<file path="src/sv/u8d_pkg.sv">
// Shared types and constants for the UTF-8 byte stream decoder.
// No dependencies; imported by every module of the block.
package u8d_pkg;

    localparam int BYTE_W   = 8;
    localparam int CP_W     = 21;
    localparam int STATUS_W = 2;
    localparam int REM_W    = 2;
    localparam int OUT_TDATA_W = ((CP_W + 7) / 8) * 8;

    localparam logic [CP_W-1:0] REPLACEMENT_CP = CP_W'(63);

    typedef enum logic [STATUS_W-1:0] {
        ST_DECODED   = 2'd0,
        ST_MALFORMED = 2'd1,
        ST_INCOMPL   = 2'd2,
        ST_END       = 2'd3
    } status_t;

    typedef struct packed {
        logic [BYTE_W-1:0] byte_value;
        logic              end_of_input;
    } in_word_t;

    typedef struct packed {
        logic [CP_W-1:0] code_point;
        status_t         status;
    } out_word_t;

endpackage

</file>
<file path="src/sv/u8d_in_reg.sv">
// Input register of the UTF-8 decoder: takes one byte word per cycle unless stalled.
// Depends on u8d_pkg.
module u8d_in_reg
(
    input  logic              clk,
    input  logic              rst_n,
    input  logic              in_valid,
    output logic              in_ready,
    input  u8d_pkg::in_word_t in_word,
    output logic              held_valid,
    output u8d_pkg::in_word_t held_word,
    input  logic              advance
);
    import u8d_pkg::*;

    logic     valid_reg;
    logic     valid_next;
    in_word_t word_reg;

    // Take a new word when the register is empty or the held one leaves in the same cycle.
    assign in_ready   = !valid_reg || advance;
    assign valid_next = in_ready ? in_valid : valid_reg;

    always_ff @(posedge clk or negedge rst_n)
    begin
        if (!rst_n)
        begin
            valid_reg <= 1'b0;
        end
        else
        begin
            valid_reg <= valid_next;
        end
    end

    always_ff @(posedge clk)
    begin
        if (in_ready && in_valid)
        begin
            word_reg <= in_word;
        end
    end

    assign held_valid = valid_reg;
    assign held_word  = word_reg;

endmodule

</file>
<file path="src/sv/u8d_core.sv">
// Decode step of the UTF-8 decoder: sequence state and the per-byte logic.
// Depends on u8d_pkg.
module u8d_core
(
    input  logic               clk,
    input  logic               rst_n,
    input  u8d_pkg::in_word_t  word,
    input  logic               advance,
    output logic               emit,
    output u8d_pkg::out_word_t result
);
    import u8d_pkg::*;

    logic [REM_W-1:0]  rem_reg;
    logic [REM_W-1:0]  rem_next;
    logic [CP_W-1:0]   partial_reg;
    logic [CP_W-1:0]   partial_next;
    logic              bad_reg;
    logic              bad_next;

    logic [BYTE_W-1:0] b;
    logic              cont_bad;
    logic [CP_W-1:0]   shifted;
    logic [REM_W-1:0]  rem_dec;

    assign b        = word.byte_value;
    assign cont_bad = (b[7:6] != 2'b10);
    assign shifted  = {partial_reg[CP_W-7:0], b[5:0]};
    assign rem_dec  = rem_reg - REM_W'(1);

    always_comb
    begin
        rem_next          = rem_reg;
        partial_next      = partial_reg;
        bad_next          = bad_reg;
        emit              = 1'b0;
        result.code_point = '0;
        result.status     = ST_DECODED;

        if (word.end_of_input)
        begin
            emit          = 1'b1;
            result.status = (rem_reg != '0) ? ST_INCOMPL : ST_END;
            rem_next      = '0;
            partial_next  = '0;
            bad_next      = 1'b0;
        end
        else if (rem_reg == '0)
        begin
            if (b[7] == 1'b0)
            begin
                emit              = 1'b1;
                result.code_point = CP_W'(b);
            end
            else if (b[7:5] == 3'b110)
            begin
                rem_next     = REM_W'(1);
                partial_next = CP_W'(b[4:0]);
                bad_next     = 1'b0;
            end
            else if (b[7:4] == 4'b1110)
            begin
                rem_next     = REM_W'(2);
                partial_next = CP_W'(b[3:0]);
                bad_next     = 1'b0;
            end
            else if (b[7:3] == 5'b11110)
            begin
                rem_next     = REM_W'(3);
                partial_next = CP_W'(b[2:0]);
                bad_next     = 1'b0;
            end
            else
            begin
                // stray continuation or invalid lead byte
                emit              = 1'b1;
                result.code_point = REPLACEMENT_CP;
                result.status     = ST_MALFORMED;
            end
        end
        else
        begin
            // consume as continuation whatever its value
            rem_next     = rem_dec;
            partial_next = shifted;
            bad_next     = bad_reg | cont_bad;
            if (rem_dec == '0)
            begin
                emit         = 1'b1;
                partial_next = '0;
                bad_next     = 1'b0;
                if (bad_reg || cont_bad)
                begin
                    result.code_point = REPLACEMENT_CP;
                    result.status     = ST_MALFORMED;
                end
                else
                begin
                    result.code_point = shifted;
                end
            end
        end
    end

    always_ff @(posedge clk or negedge rst_n)
    begin
        if (!rst_n)
        begin
            rem_reg     <= '0;
            partial_reg <= '0;
            bad_reg     <= 1'b0;
        end
        else if (advance)
        begin
            rem_reg     <= rem_next;
            partial_reg <= partial_next;
            bad_reg     <= bad_next;
        end
    end

endmodule

</file>
<file path="src/sv/u8d_out_reg.sv">
// Result register of the UTF-8 decoder: holds one decoded word for the sink.
// Depends on u8d_pkg.
module u8d_out_reg
(
    input  logic               clk,
    input  logic               rst_n,
    input  logic               load,
    input  u8d_pkg::out_word_t load_word,
    output logic               can_load,
    output logic               out_valid,
    input  logic               out_ready,
    output u8d_pkg::out_word_t out_word
);
    import u8d_pkg::*;

    logic      valid_reg;
    logic      valid_next;
    out_word_t word_reg;

    // Refill when empty or in the cycle the sink takes the current word.
    assign can_load   = !valid_reg || out_ready;
    assign valid_next = load ? 1'b1 : (valid_reg && !out_ready);

    always_ff @(posedge clk or negedge rst_n)
    begin
        if (!rst_n)
        begin
            valid_reg <= 1'b0;
        end
        else
        begin
            valid_reg <= valid_next;
        end
    end

    always_ff @(posedge clk)
    begin
        if (load)
        begin
            word_reg <= load_word;
        end
    end

    assign out_valid = valid_reg;
    assign out_word  = word_reg;

endmodule

</file>
<file path="src/sv/utf8_byte_stream_decoder.sv">
// UTF-8 byte stream decoder, top level.
// Depends on u8d_pkg, u8d_in_reg, u8d_core and u8d_out_reg.
//
// Takes one byte word per cycle, or an end marker (s_tuser high), and returns
// code points of up to 21 bits. Throughput is one word every cycle unless a
// result is held up by a stalled sink; a word passes the input register and
// then the result register. Lead and middle bytes of a sequence give no
// result. A bad continuation or a stray byte gives '?' with malformed
// status; an end marker gives incomplete or clean end status.
module utf8_byte_stream_decoder
(
    input  logic                                clk,
    input  logic                                rst_n,
    input  logic                                s_tvalid,
    output logic                                s_tready,
    input  logic [u8d_pkg::BYTE_W-1:0]          s_tdata,  // byte_value
    input  logic                                s_tuser,  // end_of_input
    output logic                                m_tvalid,
    input  logic                                m_tready,
    output logic [u8d_pkg::OUT_TDATA_W-1:0]     m_tdata,  // code_point, zero pad
    output logic [u8d_pkg::STATUS_W-1:0]        m_tuser   // status
);
    import u8d_pkg::*;

    in_word_t  s_word;
    in_word_t  held_word;
    logic      held_valid;
    logic      advance;
    logic      emit;
    out_word_t result;
    logic      can_load;
    out_word_t out_word;

    assign s_word.byte_value   = s_tdata;
    assign s_word.end_of_input = s_tuser;

    // Advance the held word when its result, if any, has room.
    assign advance = held_valid && (!emit || can_load);

    u8d_in_reg u_in_reg
    (
        .clk        (clk),
        .rst_n      (rst_n),
        .in_valid   (s_tvalid),
        .in_ready   (s_tready),
        .in_word    (s_word),
        .held_valid (held_valid),
        .held_word  (held_word),
        .advance    (advance)
    );

    u8d_core u_core
    (
        .clk     (clk),
        .rst_n   (rst_n),
        .word    (held_word),
        .advance (advance),
        .emit    (emit),
        .result  (result)
    );

    u8d_out_reg u_out_reg
    (
        .clk       (clk),
        .rst_n     (rst_n),
        .load      (advance && emit),
        .load_word (result),
        .can_load  (can_load),
        .out_valid (m_tvalid),
        .out_ready (m_tready),
        .out_word  (out_word)
    );

    assign m_tdata = OUT_TDATA_W'(out_word.code_point);
    assign m_tuser = out_word.status;

endmodule

</file>
<file path="config.mk">
export PLATFORM = sky130hd
export DESIGN_NAME = utf8_byte_stream_decoder
export DESIGN_NICKNAME = d
export VERILOG_FILES = /design/src/sv/u8d_pkg.sv /design/src/sv/u8d_in_reg.sv /design/src/sv/u8d_core.sv /design/src/sv/u8d_out_reg.sv /design/src/sv/utf8_byte_stream_decoder.sv
export SDC_FILE = /design/constraint.sdc
export NUM_CORES = 1
export LEC_CHECK = 0
export ABC_CLOCK_PERIOD_IN_PS = 6500
export BUFFER_PORTS_ARGS = -buffer_cell sky130_fd_sc_hd__buf_2
export CAP_MARGIN = 20
export CORE_MARGIN = 1
export CORE_UTILIZATION = 35
export CTS_BUF_LIST = sky130_fd_sc_hd__clkbuf_16
export CTS_CLUSTER_SIZE = 14
export DETAILED_ROUTE_END_ITERATION = 10
export SETUP_SLACK_MARGIN = 0.05
export SLEW_MARGIN = 20
export SYNTH_ARGS = -nofsm -noshare
export SYNTH_HDL_FRONTEND = slang
export SYNTH_SLANG_ARGS = --single-unit
export TNS_END_PERCENT = 50
</file>
<file path="constraint.sdc">
create_clock -name clk -period 6.5 [get_ports clk]
set_clock_uncertainty 0.1 [all_clocks]
set_input_delay 1.625 -clock clk [delete_from_list [all_inputs] [get_ports clk]]
set_output_delay 1.625 -clock clk [all_outputs]
set_load 0.02 [all_outputs]
</file>
Word level (Yosys, flattened, before mapping) --
Cells that the tools add are included.
Cells by class: add/subtract/negate cells 1, eq/ne operators 6, muxes and demuxes 39, bitwise operators 1, reduce and logical (&&, ||, !) cells 16
Operators by type and width (count):
- two-way mux 15 bit | 7
- two-way mux 23 bit | 4
- two-way mux 21 bit | 2
- two-way mux 1 bit | 17
- two-way mux 2 bit | 8
- two-way mux 8 bit | 1
- == test 5 bit, second input constant | 1
- inequality test 5 bit, second input constant | 1
- == test 4 bit, second input constant | 1
- logical AND 1 bit | 4
- zero test 1 bit | 4
- zero test 2 bit | 2
- logical OR 1 bit | 4
- == test 3 bit, second input constant | 1
- inequality test 3 bit, second input constant | 1
- AND reduction 3 bit | 1
- inequality test 2 bit, second input constant | 1
- nonzero test 2 bit | 1
- subtractor 2 x 1 -> 2 bit, second input constant | 1
- OR 1 bit | 1
Storage, ports and cells: register bits 52, input bits 13, output and inout bits 28

Logic depth before layout (Yosys ltp) --
Gate-level depths: netlist of the first run.
depth after elaboration 12, gate-level depth with buffers 6, gate-level depth less buffers 4

Modules after synthesis --
Synthesis of the first run repeated with hierarchy kept, for this count alone.
Unflattened totals: cells, all modules 150, area, all modules 2165.8 µm²
By module, submodules not included:
- u8d_core | times used 1, cells an instance 104, area each 1058.5 µm², sequential area each 450.4 µm²
- u8d_out_reg | times used 1, cells an instance 26, area each 738.2 µm², sequential area each 715.7 µm²
- u8d_in_reg | times used 1, cells an instance 13, area each 324.1 µm², sequential area each 295.3 µm²
- utf8_byte_stream_decoder | times used 1, cells an instance 7, area each 45.0 µm², sequential area each 0.0 µm²

Least setup slack after synthesis of the first run --
Ideal clock, no wire load.
path type input -> output, start input m_tready, end output s_tready, arrival 2257 ps, data required time 4775 ps, path slack 2518 ps, stages 3, buffers on the path 1, cell sequence nand2b_1 > buf_2 > or2_2
Between the ends: cells in the longest elaborated chain, start to end 4
Ends and longest elaborated chain:
- start, declared | line utf8_byte_stream_decoder.sv:19 | input logic m_tready,
- logical OR 1 bit | line u8d_out_reg.sv:21 | assign can_load = !valid_reg || out_ready;
- logical OR 1 bit | line utf8_byte_stream_decoder.sv:38 | assign advance = held_valid && (!emit || can_load);
- logical AND 1 bit | line utf8_byte_stream_decoder.sv:38
- logical OR 1 bit | line u8d_in_reg.sv:21 | assign in_ready = !valid_reg || advance;
- end, declared | line utf8_byte_stream_decoder.sv:15 | output logic s_tready,
No other way between the ends.

Worst setup path in the final report of the first run --
Same ends and word-level chain as after synthesis.

==> results.yml, run 1 <==
run_status:
  status: "finished, violations left"
  violations: "DRC"
synth:
  synth_edf_count: 32
  netlist_area_um2: 2350
  synth_top_area_share: 0.409
  ys_warn_count: 0
  ys.flop_type: "edfxtp_1"
  synth.distinct_cells: 42
  ys_seq_elements: 52
  ys_seq_area_frac: 0.621
  synthArstFlopShare: 0.385
  syn_avg_cell_area_um2: 12.7
  synthCells: 185
  synth.area.top_cells: "edfxtp_1 41%, dfrtp_1 21%, mux2i_1 6.4%"
  yosys.area.top_type: "edfxtp_1"
clock_tree:
  clock_sinks: 52
  cts_tree: "yes"
  post_cts_resized: 0
  cts_root_buffer: "clkbuf_16"
  cts.path.max_buffers: 2
  cts_htree_levels: 2
  cts_hold_buf: 0
  postCtsSetupBuffers: 0
  path_clk_slew_ns: 0.07
  clk_latency_ns: 0.29
  cts_made_buffers: 5
critical_path:
  critPathLaunchType: "input port"
  cp.depth: 4
  crit_path_max_incr_delay_ns: 0.36
  cp_max_fo: 9
  r2r_slack_ns: 3.79
  cp-end-kind: "output port"
  crit_path_end: "s_tready"
  cpMaxStageDelayCell: "or2_2"
  path_cells: "buf_2 -> nand2b_1 -> or2_2 -> buf_2"
  cp-startpoint: "m_tready"
  cp_top_family: "simple AND/OR/NAND/NOR gates"
  crit_required_ns: 4.78
  r2r-end: "u_in_reg.held_word[0]$_DFFE_PP_"
  critPathKind: "in2out"
  path_buf_inv: 2
  ff2ff_path_depth: 4
  cp.arrival_ns: 2.52
  rr_startpoint: "u_core.rem_reg[1]$_DFFE_PN0P_"
  crit_top_cell: "buf_2"
routing:
  antenna_left: 0
  wl_um: 3820
  drtPass1Iterations: 9
  drc_errors: 5
  wire_per_inst_um: 12.8
  via_per_inst: 4.71
  drt_first_iter_violations: 103
  dr_total_vias: 1404
sta:
  hold_viol: 0
  fin_tns_setup_ns: 0
  fin_crit_sh: 0.653
  relSlewSlack: 0.501
  drv_slew: 0
  setup_viol: 0
  tightest_slew_ns: 0.749
  rsz0062_at_grt: "no"
  setup_ws_ns: 2.25
  fmax_mhz: 235
  min_period_ns: 4.25
die:
  fp.dieW_um: 84.0
  die_h_um: 84.0
  initial_core_util: 0.366
  dieArea_um2: 7050
  core_um2: 6420
  io_pins: 41
  rows: 29
min_path:
  hold_path.class: "reg2reg"
layout:
  layout.nets: 233
  syn2layout_area_growth_pct: 15.0
  largest_reg_flops: 23
  n_antenna_cell: 0
  drive_above_1_share: 0.271
  layout.cells.non_filler: 298
  fin_area_um2: 2710
power_and_ir_drop:
  leakage_nw: 1.16
  totalPowerFinal_mw: 0.783
  p_per_area_nw_per_um2: 290
  irDropWorstVdd_v: 0.000139
global_routing:
  grt_max_degree: 24
  grt_overflow: 0
  grt_pass1_wl_um: 6480
  grt_usage: 0.120
  antenna_found_initial: 0
  grt_pass1_vias: 1348
place:
  dp_cells: 290
  portBuffers: 37
  place_area_um2: 2560
  post-place-ws_ns: 2.26
  routabilityCongestion: 0.798
  place_hpwl_um: 2660
flow_run:
  drv_cap: 0
==> power by group <==
part | internal [mW] | switching [mW]
registers | 0.388 | 0.0237
clock network | 0.141 | 0.109
logic | 0.0439 | 0.0776
==> final cells by class <==
| class | count | area (µm²) |
|---|---|---|
| clock buffer | 5 | 125 |
| clock inverter | 3 | 18.8 |
| fill | 600 | 3720 |
| inverter | 18 | 72.6 |
| multi-input combinational | 106 | 746 |
| sequential | 52 | 1460 |
| tap | 77 | 96.3 |
| timing repair buffer | 37 | 185 |
==> worst min-delay path, stage by stage (launching register included) <==
cell and delay, ns:
dfrtp_1 0.37, inv_1 0.05, mux2i_1 0.06
==> metrics by stage <==
step,utilization,hold WS [ns]
finish,0.421,0.414
global placement,0.398,0.404
CTS,0.421,0.418
floorplan,-,0.321
detailed placement,0.399,0.408
global route,0.421,0.446
==> metal layers <==
layer	GRT usage	vias to the layer above	part of all wire
met5	0	-	0
met4	0.0721	0	0.031
met3	0.0277	10	0.048
met2	0.191	48	0.46
met1	0.150	640	0.46
li1	-	706	-
==> cell usage after synthesis, types with 3 or more instances <==
library cell,n
dfrtp_1,20
o211a_1,3
nor2_1,6
buf_4,3
mux2i_1,15
and2_1,14
edfxtp_1,32
o21ai_0,13
inv_1,17
a21oi_1,7
nand2_1,17
==> worst min-delay path by stage <==
stage	from	endpoint	slack [ns]	depth (start not counted)
finish	u_core.partial_reg[13]$_DFFE_PN0P_	u_core.partial_reg[13]$_DFFE_PN0P_	0.41	2
global route	u_core.partial_reg[9]$_DFFE_PN0P_	u_core.partial_reg[9]$_DFFE_PN0P_	0.45	2
CTS	u_core.partial_reg[9]$_DFFE_PN0P_	u_core.partial_reg[9]$_DFFE_PN0P_	0.42	2
detailed placement	u_core.partial_reg[9]$_DFFE_PN0P_	u_core.partial_reg[9]$_DFFE_PN0P_	0.41	2
global placement	u_core.partial_reg[14]$_DFFE_PN0P_	u_core.partial_reg[14]$_DFFE_PN0P_	0.40	2
floorplan	u_in_reg.held_word[0]$_DFFE_PP_	u_out_reg.out_word[1]$_SDFFCE_PP1P_	0.32	0
==> cell usage in the layout, fill, tap and decap left out, drive strengths merged, types with 5 or more instances in the layout <==
cell,count
buf,37
edfxtp,32
dfrtp,20
nand2,19
inv,18
mux2i,15
and2,14
o21ai,13
a21oi,8
nor2,7
clkbuf,5
==> kinds of logic (layout without fill, tap and decap cells) <==
family / Yosys count / in the layout / synth area share
compound gates: 35 / 35 / 0.109
buf+inv: 29 / 63 / 0.0681
flops: 52 / 52 / 0.621
mux: 16 / 16 / 0.0702
other cells: 1 / 3 / 0.00159
simple gates: 52 / 52 / 0.130
Power figures use the tool's default switching activity.
==> inputs of run 2 (changes only) <==
--- a/config.mk
+++ b/config.mk
@@ -5,7 +5,7 @@
 export SDC_FILE = /design/constraint.sdc
 export NUM_CORES = 1
 export LEC_CHECK = 0
-export ABC_CLOCK_PERIOD_IN_PS = 6500
+export ABC_CLOCK_PERIOD_IN_PS = 3430
 export BUFFER_PORTS_ARGS = -buffer_cell sky130_fd_sc_hd__buf_2
 export CAP_MARGIN = 20
 export CORE_MARGIN = 1
==> constraint.sdc (replaced) <==
create_clock -name clk -period 3.43 [get_ports clk]
set_clock_uncertainty 0.1 [all_clocks]
set_input_delay 0.8575 -clock clk [delete_from_list [all_inputs] [get_ports clk]]
set_output_delay 0.8575 -clock clk [all_outputs]
set_load 0.02 [all_outputs]
==> run 2 against run 1 <==
Highest routed layer unchanged. Hold slack got worse by 0.00080 ns. Die area did not move. Critical path depth rose by 1. Sequential cell count did not move. Combinational power rose by 93%. The flow still finishes with violations (DRC). Utilization rose by 0.94 points. Sequential share of layout area fell by 1.2 points. Total power rose by 110%. Sequential power rose by 89%.
==> results.yml, run 2 (same netlist as run 1, synthesis figures left out) <==
place:
  portBuffers: 37
  place_hpwl_um: 2640
  place_area_um2: 2570
  dp_cells: 292
  routabilityCongestion: 0.797
layout:
  final_cell_mix: "37 x buf_2, 32 x edfxtp_1, 20 x dfrtp_1, 17 x nand2_1, 17 x inv_1"
  layout_commonest_cell: "buf_2"
  largest_reg_flops: 23
  fill_cells: 591
  layout.cells.non_filler: 300
  drive_above_1_share: 0.283
  syn2layout_area_growth_pct: 17.6
  n_antenna_cell: 0
  layout.nets: 235
  fin_area_um2: 2770
run_status:
  status: "finished, violations left"
  violations: "DRC"
critical_path:
  crit_required_ns: 2.47
  cp.arrival_ns: 2.17
  cp_max_fo: 9
  cp-end-kind: "output port"
  critPathLaunchType: "flip-flop"
  critPathKind: "reg2out"
routing:
  wl_um: 3850
  antenna_left: 0
  via_per_inst: 4.71
  wl_met2_um: 1790
  wire_per_inst_um: 12.8
  dr_total_vias: 1413
  drtPass1Iterations: 9
  drt_first_iter_violations: 67
  top_layer_used: "met4"
  drc_errors: 5
  dr_wl_met3_um: 218
  wl_met1_um: 1820
clock_tree:
  cts_htree_levels: 2
  cts_tree: "yes"
  postCtsSetupBuffers: 0
  cts_root_buffer: "clkbuf_16"
  cts_made_buffers: 5
  clock_sinks: 52
  cts.path.max_buffers: 2
  cts_hold_buf: 0
  clk_latency_ns: 0.29
  post_cts_resized: 0
  path_clk_slew_ns: 0.07
power_and_ir_drop:
  p_per_area_nw_per_um2: 586
  leakage_nw: 1.20
  irDropWorstVdd_v: 0.000254
sta:
  fin_crit_sh: 0.913
  rsz0062_at_grt: "no"
  drv_slew: 0
  tightest_slew_ns: 0.750
  min_period_ns: 3.13
  relSlewSlack: 0.500
  hold_viol: 0
  setup_viol: 0
  fmax_mhz: 319
  fin_tns_setup_ns: 0
global_routing:
  grt_pass1_wl_um: 6270
  antenna_found_initial: 0
  grt_max_degree: 24
  grt_overflow: 0
  grt_pass1_vias: 1271
  grt_usage: 0.115
die:
  rows: 29
  dieArea_um2: 7050
  die_h_um: 84.0
  io_pins: 41
  initial_core_util: 0.366
  fp.dieW_um: 84.0
  core_um2: 6420
min_path:
  hold_path.class: "in2async"
flow_run:
  drv_cap: 0
[run 2: cell count changes in the layout (fill, tap and decap cells not counted), sizes merged]
cell | before | now
clkinv | 1 | 0
clkinvlp | 2 | 0
clkbuf | 5 | 6
inv | 18 | 19
buf | 37 | 39
bufinv | 0 | 1
[run 2: area by class of cell]
class	count	area, µm²	area share
Clock buffer	6	150	0.0543
Clock inverter	2	38.8	0.0140
Inverter	18	72.6	0.0262
Multi-Input combinational cell	106	746	0.270
Sequential cell	52	1460	0.529
Tap cell	77	96.3	0.0348
Timing Repair Buffer	39	200	0.0724
[run 2: worst max-delay path, cell delays in order, from the launching register on]
cell and delay [ns]:
dfrtp_1 0.64, nor2b_2 0.24, a31oi_1 0.04, o21ai_0 0.58, or2_2 0.22, buf_2 0.15
[run 2: stage by stage]
stage	util	power, mW	hold WS, ns	worst slack, ns
detailed placement	0.400	1.03	0.410	0.641
global route	0.431	1.68	0.442	0.136
finish	0.431	1.62	0.413	0.298
global placement	0.400	1.02	0.405	0.718
floorplan	-	0.967	0.321	0.713
CTS	0.430	1.64	0.421	0.411
[run 2: routing by layer]
| metal | vias up | global-route usage |
|---|---|---|
| li1 | 705 | - |
| met1 | 661 | 0.149 |
| met2 | 45 | 0.182 |
| met3 | 2 | 0.0415 |
| met4 | 0 | 0.0329 |
| met5 | - | 0 |
[run 2: final timing paths]
path	start	endpoint	slack, ns	depth (start not counted)
max reg2reg	u_core.rem_reg[1]$_DFFE_PN0P_	u_in_reg.held_word[8]$_DFFE_PP_	1.08	4
max in group asynchronous	rst_n	u_core.partial_reg[1]$_DFFE_PN0P_	2.50	1
min reg2reg	u_core.partial_reg[12]$_DFFE_PN0P_	u_core.partial_reg[12]$_DFFE_PN0P_	0.41	2
min in group clk	u_core.partial_reg[12]$_DFFE_PN0P_	u_core.partial_reg[12]$_DFFE_PN0P_	0.41	2
max	u_core.rem_reg[1]$_DFFE_PN0P_	s_tready	0.30	5
min	rst_n	u_core.partial_reg[5]$_DFFE_PN0P_	0.41	1
[run 2: report_power, final]
group	internal, mW	total (mW)	switching [mW]
clock network	0.391	0.610	0.219
logic	0.0851	0.235	0.150
registers	0.734	0.776	0.0416
total	1.21	1.62	0.410
==> inputs of run 3 (changes only) <==
--- a/config.mk
+++ b/config.mk
@@ -5,12 +5,14 @@
 export SDC_FILE = /design/constraint.sdc
 export NUM_CORES = 1
 export LEC_CHECK = 0
-export ABC_CLOCK_PERIOD_IN_PS = 3430
+export ABC_CLOCK_PERIOD_IN_PS = 3900
 export BUFFER_PORTS_ARGS = -buffer_cell sky130_fd_sc_hd__buf_2
 export CAP_MARGIN = 20
+export CORE_ASPECT_RATIO = 0.6
 export CORE_MARGIN = 1
 export CORE_UTILIZATION = 35
 export CTS_BUF_LIST = sky130_fd_sc_hd__clkbuf_16
+export CTS_CLUSTER_DIAMETER = 100
 export CTS_CLUSTER_SIZE = 14
 export DETAILED_ROUTE_END_ITERATION = 10
 export SETUP_SLACK_MARGIN = 0.05
==> constraint.sdc (replaced) <==
create_clock -name clk -period 3.9 [get_ports clk]
set_clock_uncertainty 0.1 [all_clocks]
set_input_delay 0.975 -clock clk [delete_from_list [all_inputs] [get_ports clk]]
set_output_delay 0.975 -clock clk [all_outputs]
set_load 0.02 [all_outputs]
==> run 3 against run 2 <==
The run now ends clean. Utilization about the same. Sequential cell count unchanged. Total power decreased by 18%. Wire length increased by 12%. Clock power decreased by 28%. Global-route usage increased by 2.1 points. Non-clock buffer count decreased by 1. Via count increased by 2.9%. Critical path depth unchanged. Largest cell class unchanged. Largest power group unchanged. Highest routed layer unchanged.
==> results.yml, run 3 (same netlist as run 1, synthesis figures left out) <==
run_status:
  status: "finished clean"
flow_run:
  drv_cap: 0
sta:
  tightest_slew_ns: 0.749
  fmax_mhz: 290
  drv_slew: 0
  hold_viol: 0
  setup_viol: 0
  hold-worst-slack_ns: 0.416
  fin_tns_setup_ns: 0
  min_period_ns: 3.45
  fin_crit_sh: 0.885
  relSlewSlack: 0.500
  rsz0062_at_grt: "no"
clock_tree:
  cts_tree: "yes"
  clock_sinks: 52
  cts_root_buffer: "clkbuf_16"
  post_cts_resized: 0
  cts_hold_buf: 0
  cts_made_buffers: 5
  cts_htree_levels: 2
  cts.path.max_buffers: 2
  clk_latency_ns: 0.30
  path_clk_slew_ns: 0.07
  postCtsSetupBuffers: 0
layout:
  final_util: 0.431
  layout.cells.non_filler: 306
  regArea_um2: 1460
  multi_input_area_um2: 741
  syn2layout_area_growth_pct: 15.4
  n_antenna_cell: 0
  final_cell_mix: "37 x buf_2, 32 x edfxtp_1, 20 x dfrtp_1, 17 x nand2_1, 17 x inv_1"
  largest_reg_flops: 23
  drive_above_1_share: 0.275
  layout_commonest_cell: "buf_2"
  layout.nets: 234
  fill_cells: 568
min_path:
  hold_path.class: "reg2reg"
routing:
  dr_total_vias: 1454
  antenna_left: 0
  drt_first_iter_violations: 131
  wire_per_inst_um: 14.0
  wl_um: 4300
  via_per_inst: 4.75
  drc_errors: 0
  drtPass1Iterations: 4
place:
  place_hpwl_um: 3020
  routabilityCongestion: 0.912
  portBuffers: 37
  dp_cells: 298
global_routing:
  grt_overflow: 0
  grt_pass1_wl_um: 6880
  grt_max_degree: 21
  grt_pass1_vias: 1331
  antenna_found_initial: 0
  grt_usage: 0.137
die:
  dieArea_um2: 7060
  rows: 22
  core_um2: 6300
  initial_core_util: 0.373
  io_pins: 41
  die_h_um: 65.5
  fp.dieW_um: 108
power_and_ir_drop:
  leakage_nw: 1.16
  irDropWorstVdd_v: 0.000198
  p_per_area_nw_per_um2: 490
critical_path:
  cp.arrival_ns: 2.38
  cp_max_fo: 11
  critPathLaunchType: "flip-flop"
  cp-end-kind: "output port"
  crit_required_ns: 2.82
  critPathKind: "reg2out"
[run 3: cell count changes in the layout (fill, tap and decap cells not counted), sizes merged]
cell / change
buf: -1
clkinv: +1
clkbuf: -1
bufinv: -1
clkinvlp: +1
[run 3: stage by stage]
stage	total power, mW	setup slack (ns)	cell area (µm²)
2_1_floorplan	0.851	1.07	2360
3_3_place_gp	0.902	0.857	2570
3_5_place_dp	0.905	0.776	2570
4_1_cts	1.34	0.442	2720
5_1_grt	1.39	0.218	2720
6_report	1.33	0.447	2720
[run 3: layout make-up]
| type | instances | share of cell area |
|---|---|---|
| Multi-Input combinational cell | 106 | 0.273 |
| Inverter | 18 | 0.0267 |
| Tap cell | 84 | 0.0387 |
| Timing Repair Buffer | 38 | 0.0710 |
| Clock buffer | 5 | 0.0461 |
| Sequential cell | 52 | 0.538 |
| Clock inverter | 3 | 0.00645 |
[run 3: routing by layer]
layer	wire [µm]	vias up	GRT usage	part of all wire
met1	2390	693	0.214	0.56
met4	74	0	0.0565	0.017
met3	195	7	0.0347	0.045
met5	0	-	0	0
met2	1640	45	0.173	0.38
li1	-	709	-	-
[run 3: where the power goes]
part	switching (mW)	total, mW	internal (mW)
logic	0.130	0.204	0.0739
registers	0.0429	0.688	0.646
clock network	0.201	0.438	0.236
[run 3: worst paths after layout]
| path | startpoint | to | slack, ns | cells after the start |
|---|---|---|---|---|
| max reg2reg | u_core.rem_reg[1]$_DFFE_PN0P_ | u_in_reg.held_word[3]$_DFFE_PP_ | 1.31 | 4 |
| max in group asynchronous | rst_n | u_core.rem_reg[1]$_DFFE_PN0P_ | 2.86 | 1 |
| min reg2reg | u_core.partial_reg[10]$_DFFE_PN0P_ | u_core.partial_reg[10]$_DFFE_PN0P_ | 0.42 | 2 |
| min in group asynchronous | rst_n | u_core.partial_reg[11]$_DFFE_PN0P_ | 0.52 | 1 |
| max | u_core.rem_reg[1]$_DFFE_PN0P_ | s_tready | 0.45 | 5 |
| min | u_core.partial_reg[10]$_DFFE_PN0P_ | u_core.partial_reg[10]$_DFFE_PN0P_ | 0.42 | 2 |
[run 3: worst max-delay path, stage by stage (launching register included)]
cell     delay (ns)
dfrtp_1        0.65
nor2b_2        0.52
a31oi_1        0.06
o21ai_0        0.49
or2_2          0.21
buf_2          0.15
